[config.mk]
export PLATFORM = sky130hd
export DESIGN_NAME = wav_header_format_parser_flat
export DESIGN_NICKNAME = d
export VERILOG_FILES = /design/src/rtl/wavp_pkg.sv /design/src/rtl/wavp_if.sv /design/src/rtl/wav_header_format_parser.sv /design/src/flat_wrapper.sv
export VERILOG_INCLUDE_DIRS = /design/src /design/src/rtl
export SDC_FILE = /design/constraint.sdc
export NUM_CORES = 1
export LEC_CHECK = 0
export ABC_AREA = 1
export BUFFER_PORTS_ARGS = -buffer_cell sky130_fd_sc_hd__buf_2
export CAP_MARGIN = 20
export CORE_MARGIN = 5
export CORE_UTILIZATION = 50
export DETAILED_ROUTE_END_ITERATION = 8
export PLACE_DENSITY_LB_ADDON = 0.08
export SYNTH_ARGS = -nofsm -noshare
export SYNTH_HDL_FRONTEND = slang
export SYNTH_SLANG_ARGS = --single-unit
[constraint.sdc]
create_clock -name clk_i -period 3.6 [get_ports clk_i]
set_input_delay 0.72 -clock clk_i [delete_from_list [all_inputs] [get_ports clk_i]]
set_output_delay 0.72 -clock clk_i [all_outputs]
set_load 0.005 [all_outputs]
[src/rtl/assert_macros.svh]
// Assertion helpers for the RTL.
`ifndef ASSERT_MACROS_SVH
`define ASSERT_MACROS_SVH

// Checked only while out of reset.
`define WAVP_ASSERT(lbl, prop) \
  lbl: assert property (@(posedge clk_i) disable iff (!rst_ni) prop) \
    else $error("wavp assertion failed");

// Checked at every edge, reset included.
`define WAVP_ASSERT_ALWAYS(lbl, prop) \
  lbl: assert property (@(posedge clk_i) prop) \
    else $error("wavp assertion failed");

`endif

[src/rtl/wavp_pkg.sv]
`default_nettype none

package wavp_pkg;

  localparam logic [3:0]  HEADER_BYTES     = 4'd12;
  localparam logic [3:0]  CHUNK_HDR_BYTES  = 4'd8;
  localparam logic [3:0]  CHUNK_TAG_BYTES  = 4'd4;
  localparam logic [4:0]  FMT_MIN_LEN      = 5'd16;
  localparam logic [31:0] FMT_TAG          = 32'h20746D66;
  localparam logic [31:0] DEFAULT_RATE     = 32'd32000;
  localparam logic [15:0] DEFAULT_CHANNELS = 16'd2;
  localparam logic [15:0] DEFAULT_BITS     = 16'd32;
  localparam logic [15:0] NARROW_MAX_BITS  = 16'd16;
  localparam logic [15:0] MONO_CHANNELS    = 16'd1;

  typedef struct packed {
    logic       care;
    logic [7:0] value;
  } hdr_expect_t;

  typedef struct packed {
    logic        is_wav;
    logic [31:0] rate_hz;
    logic [15:0] channels;
    logic [15:0] sample_bits;
    logic        narrow_samples;
    logic        mono;
  } wavp_result_t;

  // "RIFF", four don't-care size bytes, "WAVE"
  function automatic hdr_expect_t header_expect(input logic [3:0] pos);
    hdr_expect_t e;
    e.care  = 1'b1;
    e.value = 8'h00;
    unique case (pos)
      4'd0:    e.value = 8'h52;
      4'd1:    e.value = 8'h49;
      4'd2:    e.value = 8'h46;
      4'd3:    e.value = 8'h46;
      4'd8:    e.value = 8'h57;
      4'd9:    e.value = 8'h41;
      4'd10:   e.value = 8'h56;
      4'd11:   e.value = 8'h45;
      default: e.care  = 1'b0;
    endcase
    return e;
  endfunction

endpackage

`default_nettype wire

[src/rtl/wavp_if.sv]
`default_nettype none

interface wavp_in_if;
  logic       valid;
  logic       ready;
  logic [7:0] data_byte;
  logic       last_byte;

  modport source (output valid, output data_byte, output last_byte, input ready);
  modport sink   (input valid, input data_byte, input last_byte, output ready);
endinterface

interface wavp_out_if;
  logic        valid;
  logic        ready;
  logic        is_wav;
  logic [31:0] rate_hz;
  logic [15:0] channels;
  logic [15:0] sample_bits;
  logic        narrow_samples;
  logic        mono;

  modport source (output valid, output is_wav, output rate_hz, output channels,
                  output sample_bits, output narrow_samples, output mono,
                  input ready);
  modport sink   (input valid, input is_wav, input rate_hz, input channels,
                  input sample_bits, input narrow_samples, input mono,
                  output ready);
endinterface

`default_nettype wire

[src/rtl/wav_header_format_parser.sv]
// RIFF/WAVE header parser. Feed the bytes of one buffer in file order, one item per
// cycle, with last_byte set on the final one; the block checks the RIFF....WAVE
// header, walks the chunks and keeps the format of the last complete 'fmt ' chunk.
// The item carrying last_byte yields one result item on the following cycle, with
// the parsed or default format (32000 Hz, 2 channels, 32 bits) and the at-most-16-bit and
// mono flags; the parser then starts over for the next buffer. Throughput is one
// byte per cycle, set by the update of the chunk byte counter (a 32-bit
// decrement and zero test). Input is held off while a result item waits unaccepted;
// a result taken in the same cycle frees the output register for the next one.
`default_nettype none

`include "assert_macros.svh"

module wav_header_format_parser
  import wavp_pkg::*;
(
  input  wire          clk_i,
  input  wire          rst_ni,
  wavp_in_if.sink      in_i,
  wavp_out_if.source   out_o
);

  logic        hdr_phase;
  logic [3:0]  header_count_q, header_count_d;
  logic        header_match_q, header_match_d;
  logic [3:0]  chunk_hdr_cnt_q, chunk_hdr_cnt_d;
  logic [31:0] chunk_tag_q, chunk_tag_d;
  logic [31:0] chunk_len_q, chunk_len_d;
  logic [31:0] chunk_rem_q, chunk_rem_d;
  logic        pad_pending_q, pad_pending_d;
  logic        in_fmt_q, in_fmt_d;
  logic [4:0]  fmt_off_q, fmt_off_d;
  logic [31:0] pend_rate_q, pend_rate_d;
  logic [15:0] pend_ch_q, pend_ch_d;
  logic [15:0] pend_bits_q, pend_bits_d;
  logic [31:0] kept_rate_q, kept_rate_d;
  logic [15:0] kept_ch_q, kept_ch_d;
  logic [15:0] kept_bits_q, kept_bits_d;
  logic        out_valid_q, out_valid_d;
  wavp_result_t res_q, res_d;

  logic        in_acc;
  logic        end_acc;
  logic [7:0]  b;
  hdr_expect_t hexp;
  logic        wav;

  assign hdr_phase  = header_count_q < HEADER_BYTES;
  assign in_i.ready = !out_valid_q || out_o.ready;
  assign in_acc   = in_i.valid && in_i.ready;
  assign end_acc  = in_acc && in_i.last_byte;
  assign b        = in_i.data_byte;
  assign hexp     = header_expect(header_count_q);

  always_comb begin
    header_match_d  = header_match_q;
    header_count_d  = header_count_q;
    chunk_hdr_cnt_d = chunk_hdr_cnt_q;
    chunk_tag_d     = chunk_tag_q;
    chunk_len_d     = chunk_len_q;
    chunk_rem_d     = chunk_rem_q;
    pad_pending_d   = pad_pending_q;
    in_fmt_d        = in_fmt_q;
    fmt_off_d       = fmt_off_q;
    pend_rate_d     = pend_rate_q;
    pend_ch_d       = pend_ch_q;
    pend_bits_d     = pend_bits_q;
    kept_rate_d     = kept_rate_q;
    kept_ch_d       = kept_ch_q;
    kept_bits_d     = kept_bits_q;

    if (in_acc) begin
      if (hdr_phase) begin
        if (hexp.care && (b != hexp.value)) begin
          header_match_d = 1'b0;
        end
        header_count_d = header_count_q + 4'd1;
      end else if (header_match_q) begin
        if (pad_pending_q) begin
          pad_pending_d = 1'b0;
        end else if (chunk_hdr_cnt_q < CHUNK_HDR_BYTES) begin
          if (chunk_hdr_cnt_q < CHUNK_TAG_BYTES) begin
            chunk_tag_d = {b, chunk_tag_q[31:8]};
          end else begin
            chunk_len_d = {b, chunk_len_q[31:8]};
          end
          chunk_hdr_cnt_d = chunk_hdr_cnt_q + 4'd1;
          if (chunk_hdr_cnt_d == CHUNK_HDR_BYTES) begin
            in_fmt_d    = (chunk_tag_d == FMT_TAG) && (chunk_len_d >= 32'(FMT_MIN_LEN));
            fmt_off_d   = 5'd0;
            chunk_rem_d = chunk_len_d;
            // empty chunk: done with its header, never a usable fmt
            if (chunk_len_d == 32'd0) begin
              pad_pending_d   = 1'b0;
              in_fmt_d        = 1'b0;
              chunk_hdr_cnt_d = 4'd0;
            end
          end
        end else begin
          if (in_fmt_q && (fmt_off_q < FMT_MIN_LEN)) begin
            unique case (fmt_off_q[3:0])
              4'd2:    pend_ch_d[7:0]     = b;
              4'd3:    pend_ch_d[15:8]    = b;
              4'd4:    pend_rate_d[7:0]   = b;
              4'd5:    pend_rate_d[15:8]  = b;
              4'd6:    pend_rate_d[23:16] = b;
              4'd7:    pend_rate_d[31:24] = b;
              4'd14:   pend_bits_d[7:0]   = b;
              4'd15:   pend_bits_d[15:8]  = b;
              default: ;
            endcase
            fmt_off_d = fmt_off_q + 5'd1;
          end
          chunk_rem_d = chunk_rem_q - 32'd1;
          if (chunk_rem_d == 32'd0) begin
            if (in_fmt_q) begin
              kept_rate_d = pend_rate_d;
              kept_ch_d   = pend_ch_d;
              kept_bits_d = pend_bits_d;
            end
            pad_pending_d   = chunk_len_q[0];
            in_fmt_d        = 1'b0;
            chunk_hdr_cnt_d = 4'd0;
          end
        end
      end
    end

    wav = header_match_d && (header_count_d == HEADER_BYTES);
    res_d.is_wav          = wav;
    res_d.rate_hz         = wav ? kept_rate_d : DEFAULT_RATE;
    res_d.channels        = wav ? kept_ch_d : DEFAULT_CHANNELS;
    res_d.sample_bits     = wav ? kept_bits_d : DEFAULT_BITS;
    res_d.narrow_samples  = res_d.sample_bits <= NARROW_MAX_BITS;
    res_d.mono            = res_d.channels == MONO_CHANNELS;

    if (end_acc) begin
      header_count_d  = 4'd0;
      header_match_d  = 1'b1;
      chunk_hdr_cnt_d = 4'd0;
      chunk_tag_d     = 32'd0;
      chunk_len_d     = 32'd0;
      chunk_rem_d     = 32'd0;
      pad_pending_d   = 1'b0;
      in_fmt_d        = 1'b0;
      fmt_off_d       = 5'd0;
      pend_rate_d     = DEFAULT_RATE;
      pend_ch_d       = DEFAULT_CHANNELS;
      pend_bits_d     = DEFAULT_BITS;
      kept_rate_d     = DEFAULT_RATE;
      kept_ch_d       = DEFAULT_CHANNELS;
      kept_bits_d     = DEFAULT_BITS;
    end

    if (end_acc) begin
      out_valid_d = 1'b1;
    end else if (out_o.ready) begin
      out_valid_d = 1'b0;
    end else begin
      out_valid_d = out_valid_q;
    end
  end

  always_ff @(posedge clk_i or negedge rst_ni) begin
    if (!rst_ni) begin
      header_count_q  <= 4'd0;
      header_match_q  <= 1'b1;
      chunk_hdr_cnt_q <= 4'd0;
      chunk_tag_q     <= 32'd0;
      chunk_len_q     <= 32'd0;
      chunk_rem_q     <= 32'd0;
      pad_pending_q   <= 1'b0;
      in_fmt_q        <= 1'b0;
      fmt_off_q       <= 5'd0;
      pend_rate_q     <= DEFAULT_RATE;
      pend_ch_q       <= DEFAULT_CHANNELS;
      pend_bits_q     <= DEFAULT_BITS;
      kept_rate_q     <= DEFAULT_RATE;
      kept_ch_q       <= DEFAULT_CHANNELS;
      kept_bits_q     <= DEFAULT_BITS;
      out_valid_q     <= 1'b0;
    end else begin
      header_count_q  <= header_count_d;
      header_match_q  <= header_match_d;
      chunk_hdr_cnt_q <= chunk_hdr_cnt_d;
      chunk_tag_q     <= chunk_tag_d;
      chunk_len_q     <= chunk_len_d;
      chunk_rem_q     <= chunk_rem_d;
      pad_pending_q   <= pad_pending_d;
      in_fmt_q        <= in_fmt_d;
      fmt_off_q       <= fmt_off_d;
      pend_rate_q     <= pend_rate_d;
      pend_ch_q       <= pend_ch_d;
      pend_bits_q     <= pend_bits_d;
      kept_rate_q     <= kept_rate_d;
      kept_ch_q       <= kept_ch_d;
      kept_bits_q     <= kept_bits_d;
      out_valid_q     <= out_valid_d;
    end
  end

  always_ff @(posedge clk_i) begin
    if (end_acc) begin
      res_q <= res_d;
    end
  end

  assign out_o.valid           = out_valid_q;
  assign out_o.is_wav          = res_q.is_wav;
  assign out_o.rate_hz         = res_q.rate_hz;
  assign out_o.channels        = res_q.channels;
  assign out_o.sample_bits     = res_q.sample_bits;
  assign out_o.narrow_samples  = res_q.narrow_samples;
  assign out_o.mono            = res_q.mono;

  `WAVP_ASSERT_ALWAYS(a_hdr_cnt_range, header_count_q <= HEADER_BYTES)
  `WAVP_ASSERT(a_restart_after_last, end_acc |=> header_count_q == 4'd0 && !in_fmt_q)
  `WAVP_ASSERT(a_result_from_last, $rose(out_valid_q) |-> $past(end_acc))
  `WAVP_ASSERT(a_no_chunks_on_mismatch, !header_match_q |-> chunk_hdr_cnt_q == 4'd0 && !in_fmt_q)

endmodule

`default_nettype wire

[src/flat_wrapper.sv]
// flat-port wrapper written by rule: the top's interface ports become plain ports
module wav_header_format_parser_flat import wavp_pkg::*;
  (clk_i, rst_ni, in_i_valid, in_i_data_byte, in_i_last_byte, in_i_ready, out_o_valid, out_o_is_wav, out_o_rate_hz, out_o_channels, out_o_sample_bits, out_o_narrow_samples, out_o_mono, out_o_ready);
  wavp_in_if in_i_i ();
  wavp_out_if out_o_i ();
  input  wire clk_i;
  input  wire rst_ni;
  input wire logic [$bits(in_i_i.valid)-1:0] in_i_valid;
  input wire logic [$bits(in_i_i.data_byte)-1:0] in_i_data_byte;
  input wire logic [$bits(in_i_i.last_byte)-1:0] in_i_last_byte;
  output wire logic [$bits(in_i_i.ready)-1:0] in_i_ready;
  output wire logic [$bits(out_o_i.valid)-1:0] out_o_valid;
  output wire logic [$bits(out_o_i.is_wav)-1:0] out_o_is_wav;
  output wire logic [$bits(out_o_i.rate_hz)-1:0] out_o_rate_hz;
  output wire logic [$bits(out_o_i.channels)-1:0] out_o_channels;
  output wire logic [$bits(out_o_i.sample_bits)-1:0] out_o_sample_bits;
  output wire logic [$bits(out_o_i.narrow_samples)-1:0] out_o_narrow_samples;
  output wire logic [$bits(out_o_i.mono)-1:0] out_o_mono;
  input wire logic [$bits(out_o_i.ready)-1:0] out_o_ready;
  assign in_i_i.valid = in_i_valid;
  assign in_i_i.data_byte = in_i_data_byte;
  assign in_i_i.last_byte = in_i_last_byte;
  assign in_i_ready = in_i_i.ready;
  assign out_o_valid = out_o_i.valid;
  assign out_o_is_wav = out_o_i.is_wav;
  assign out_o_rate_hz = out_o_i.rate_hz;
  assign out_o_channels = out_o_i.channels;
  assign out_o_sample_bits = out_o_i.sample_bits;
  assign out_o_narrow_samples = out_o_i.narrow_samples;
  assign out_o_mono = out_o_i.mono;
  assign out_o_i.ready = out_o_ready;
  wav_header_format_parser u_core (.clk_i(clk_i), .rst_ni(rst_ni), .in_i(in_i_i), .out_o(out_o_i));
endmodule
==> flow_summary_export.csv <==
group,metric,value,unit
setup_path,startpoint,"u_core.chunk_rem_q[0]",
die,dieWidth,184.2,um
placement,io_buffers,81,
clock_tree,cts_setup_buffers,0,
logic_synthesis,yosys-top-cells-area,"dfrtp_1 (37%), edfxtp_1 (13%), nand2_1 (12%), o21ai_0 (10%), nor2_1 (5.8%)",
sta,fmax,311.8,MHz
setup_path,r2r-start,"u_core.chunk_rem_q[0]",
logic_synthesis,ys_ff_latch,308,
job,cap_violations,0,
setup_path,path_cells,"inv_1, ha_1, nand2_2, nor2_4, nand2_1, nand2_1, o21ai_1, inv_1, nand2_1, nor2_1, nand2_2, nor2_8, nand3_4, inv_4, buf_16, nand2_1, o21ai_0, nor2_1",
setup_path,cp_max_fo,64,
logic_synthesis,synth_cell_types,44,
clock_tree,cts-hold-fix-buffers,0,
placement,dp_hpwl,26370,um
detailed_routing,routed_wl,39370,um
setup_path,critical_path_required,3.86,ns
die,die_h,184.2,um
logic_synthesis,synth_ff_type,"dfrtp_1",
global_routing,use_met2,0.3822,
global_routing,grt_usage,0.2314,
detailed_routing,drt-initial-drc-count,1050,
die,io_pins,82,
die,num_rows,63,
sta,relSlewSlack,0.3576,
setup_path,cpMaxStageDelayCell,"dfrtp_1",
power_and_ir_drop,vdd_drop_max,0.4728,mV
final_layout,mostFrequentLayoutCells,"nand2_1 (502), o21ai_0 (317), nor2_1 (229)",
sta,setup_viol,0,
logic_synthesis,synth_top_area_frac,0.3694,
power_and_ir_drop,leakage,7.976,nW
detailed_routing,drc,0,
sta,worst_slew_pin_slew,0.9600,ns
clock_tree,numCtsBuffers,36,
final_layout,final.fill_count,2757,
sta,drv_slew,0,
setup_path,cpMostUsedCell,"nand2_1",
worst_hold_path,worstHoldPathType,"input pin to async pin",
sta,rsz0062_at_grt,"no",
logic_synthesis,synth_area_per_cell,8.013,sq um
sta,hold_viol,0,
setup_path,cp_num_buf_inv,4,
clock_tree,clock_path_buffers,3,
global_routing,grt_pass1_wl,63610,um
power_and_ir_drop,power,8.944,mW
setup_path,worst_path_largest_cell_delay,0.41,ns
setup_path,cp-end-kind,"register",
sta,min_period,3.207,ns
global_routing,grt_pass1_vias,11990,
die,core_area,0.02980,sq mm
final_layout,fin_nets,1989,
clock_tree,root_buffer,"clkbuf_16",
global_routing,gr-total-overflow,0,
final_layout,final_common_cell,"nand2_1",
logic_synthesis,yosysSeqAreaShare,0.5314,
global_routing,grt_busiest_layer,"met2",
sta,fin_worst_skew,0.02652,ns
detailed_routing,vias,12670,
logic_synthesis,syn-cell-area,0.01518,sq mm
global_routing,antenna_found_initial,1,
sta,finalCritPeriodShare,0.8909,
logic_synthesis,yosys_warnings,0,
setup_path,r2r_slack,0.39,ns
final_layout,syn_to_final_growth,13.70,%
clock_tree,clock_sink_count,308,
clock_tree,htree_levels,2,
sta,tns,0,ns
logic_synthesis,synth.largest_area_cell,"dfrtp_1",
power_and_ir_drop,p_per_area,518.3,mW/mm^2
die,die_area,0.03394,sq mm
final_layout,drive_gt1_frac,0.1170,
global_routing,grt_max_degree,76,
setup_path,critPathKind,"register to register",
logic_synthesis,async_flop_share,0.7825,
clock_tree,cts-resized-gates,0,
die,initial_core_util,0.5093,
detailed_routing,antenna_left,0,
logic_synthesis,syn_inst,1894,
status,status,"finished, final reports clean",
setup_path,cp_top_family,"simple AND/OR/NAND/NOR gates",
placement,finalWeightedCongestion,0.8872,
setup_path,arrival,3.47,ns
global_routing,met1_usage,0.3257,
clock_tree,clock_latency,0.53,ns
logic_synthesis,synth_edf_count,67,
detailed_routing,viasPerCell,5.317,
setup_path,start_kind,"register",
clock_tree,clk_pin_slew,0.06,ns
global_routing,groute.layer.met3.usage,0.02783,
detailed_routing,routedWlPerCell,16.53,um
detailed_routing,firstDrtPassIters,5,
clock_tree,cts_tree,"built",
logic_synthesis,syn_nets,1919,
## final timing paths
| check | endpoint | cells past startpoint |
|---|---|---|
| worst max-delay path | u_core.out_o.rate_hz[23] | 18 |
| worst min-delay path | u_core.chunk_rem_q[21] | 1 |
| worst max register to register | u_core.out_o.rate_hz[23] | 18 |
| worst min register to register | u_core.pend_bits_q[12] | 2 |
| max in group asynchronous | u_core.chunk_tag_q[4] | 2 |
| min in group clk_i | u_core.pend_bits_q[12] | 2 |
## layer usage
| metal | up-vias | routed length, um |
|---|---|---|
| met1 | 5984 | 17710 |
| met5 | - | 0 |
| li1 | 6299 | - |
| met3 | 63 | 1838 |
| met4 | 0 | 987 |
| met2 | 319 | 18840 |
## cell families after synthesis
kind of cell               count (synthesis)  share of synthesized area
xor gates and xnor gates                  16                   0.009234
adders and majority gates                 12                   0.009893
DFF                                      308                     0.5314
and+or+nand+nor                          860                     0.2333
buffers and inverters                    293                    0.07461
AOI/OAI and AO/OA                        405                     0.1416
## report_power, final
part | leakage (nW) | total (mW) | internal, mW | switching, mW
Clock | 0.578 | 3.59 | 2.13 | 1.46
Combinational | 3.54 | 1.41 | 0.445 | 0.962
Sequential | 3.85 | 3.95 | 3.77 | 0.172
Total | 7.98 | 8.94 | 6.35 | 2.60
## cell type report
| class | count | area (sq um) | share of cell area |
|---|---|---|---|
| timing repair buffer | 123 | 775.7 | 0.04496 |
| clock inverter | 19 | 190.2 | 0.01102 |
| tap | 390 | 488.0 | 0.02828 |
| sequential | 308 | 8064 | 0.4673 |
| antenna | 1 | 2.502 | 0.0001450 |
| inverter | 202 | 763.2 | 0.04423 |
| clock buffer | 46 | 968.4 | 0.05612 |
| multi-input combinational | 1293 | 6003 | 0.3479 |
## through the flow
| step | setup slack [ns] | utilization | hold WS (ns) | cells | cell area [sq um] |
|---|---|---|---|---|---|
| 2_1_floorplan | 0.9382 | - | 0.4244 | 1894 | 15180 |
| 3_3_place_gp | 0.3611 | 0.5399 | 0.4623 | 2316 | 16090 |
| 3_5_place_dp | 0.2855 | 0.5399 | 0.4682 | 2316 | 16090 |
| 4_1_cts | 0.3748 | 0.5787 | 0.1858 | 2381 | 17240 |
| 5_1_grt | 0.004531 | 0.5791 | 0.2053 | 2382 | 17260 |
| 6_report | 0.3928 | 0.5791 | 0.1632 | 2382 | 17260 |
## Yosys cell counts (all sizes together) (7+ instances only)
| master | n |
|---|---|
| nand2 | 511 |
| dfstp | 17 |
| o22ai | 31 |
| nand3 | 54 |
| buf | 18 |
| clkbuf | 73 |
| xor2 | 13 |
| ha | 12 |
| dfrtp | 224 |
| o21a | 10 |
| a21oi | 21 |
| edfxtp | 67 |
| o21ai | 323 |
| a31oi | 7 |
| inv | 196 |
| nand4 | 31 |
| nor2 | 247 |
## sequential cells by signal, summed over array words and instances (netlist names), 4 cells and up
| name | count |
|---|---|
| u_core.chunk_hdr_cnt_q | 4 |
| u_core.chunk_len_q | 32 |
| u_core.chunk_rem_q | 32 |
| u_core.chunk_tag_q | 32 |
| u_core.fmt_off_q | 5 |
| u_core.header_count_q | 4 |
| u_core.kept_bits_q | 16 |
| u_core.kept_ch_q | 16 |
| u_core.kept_rate_q | 32 |
| u_core.out_o.channels | 16 |
| u_core.out_o.rate_hz | 32 |
| u_core.out_o.sample_bits | 16 |
| u_core.pend_bits_q | 16 |
| u_core.pend_ch_q | 16 |
| u_core.pend_rate_q | 32 |
Power figures use the tool's default switching activity.
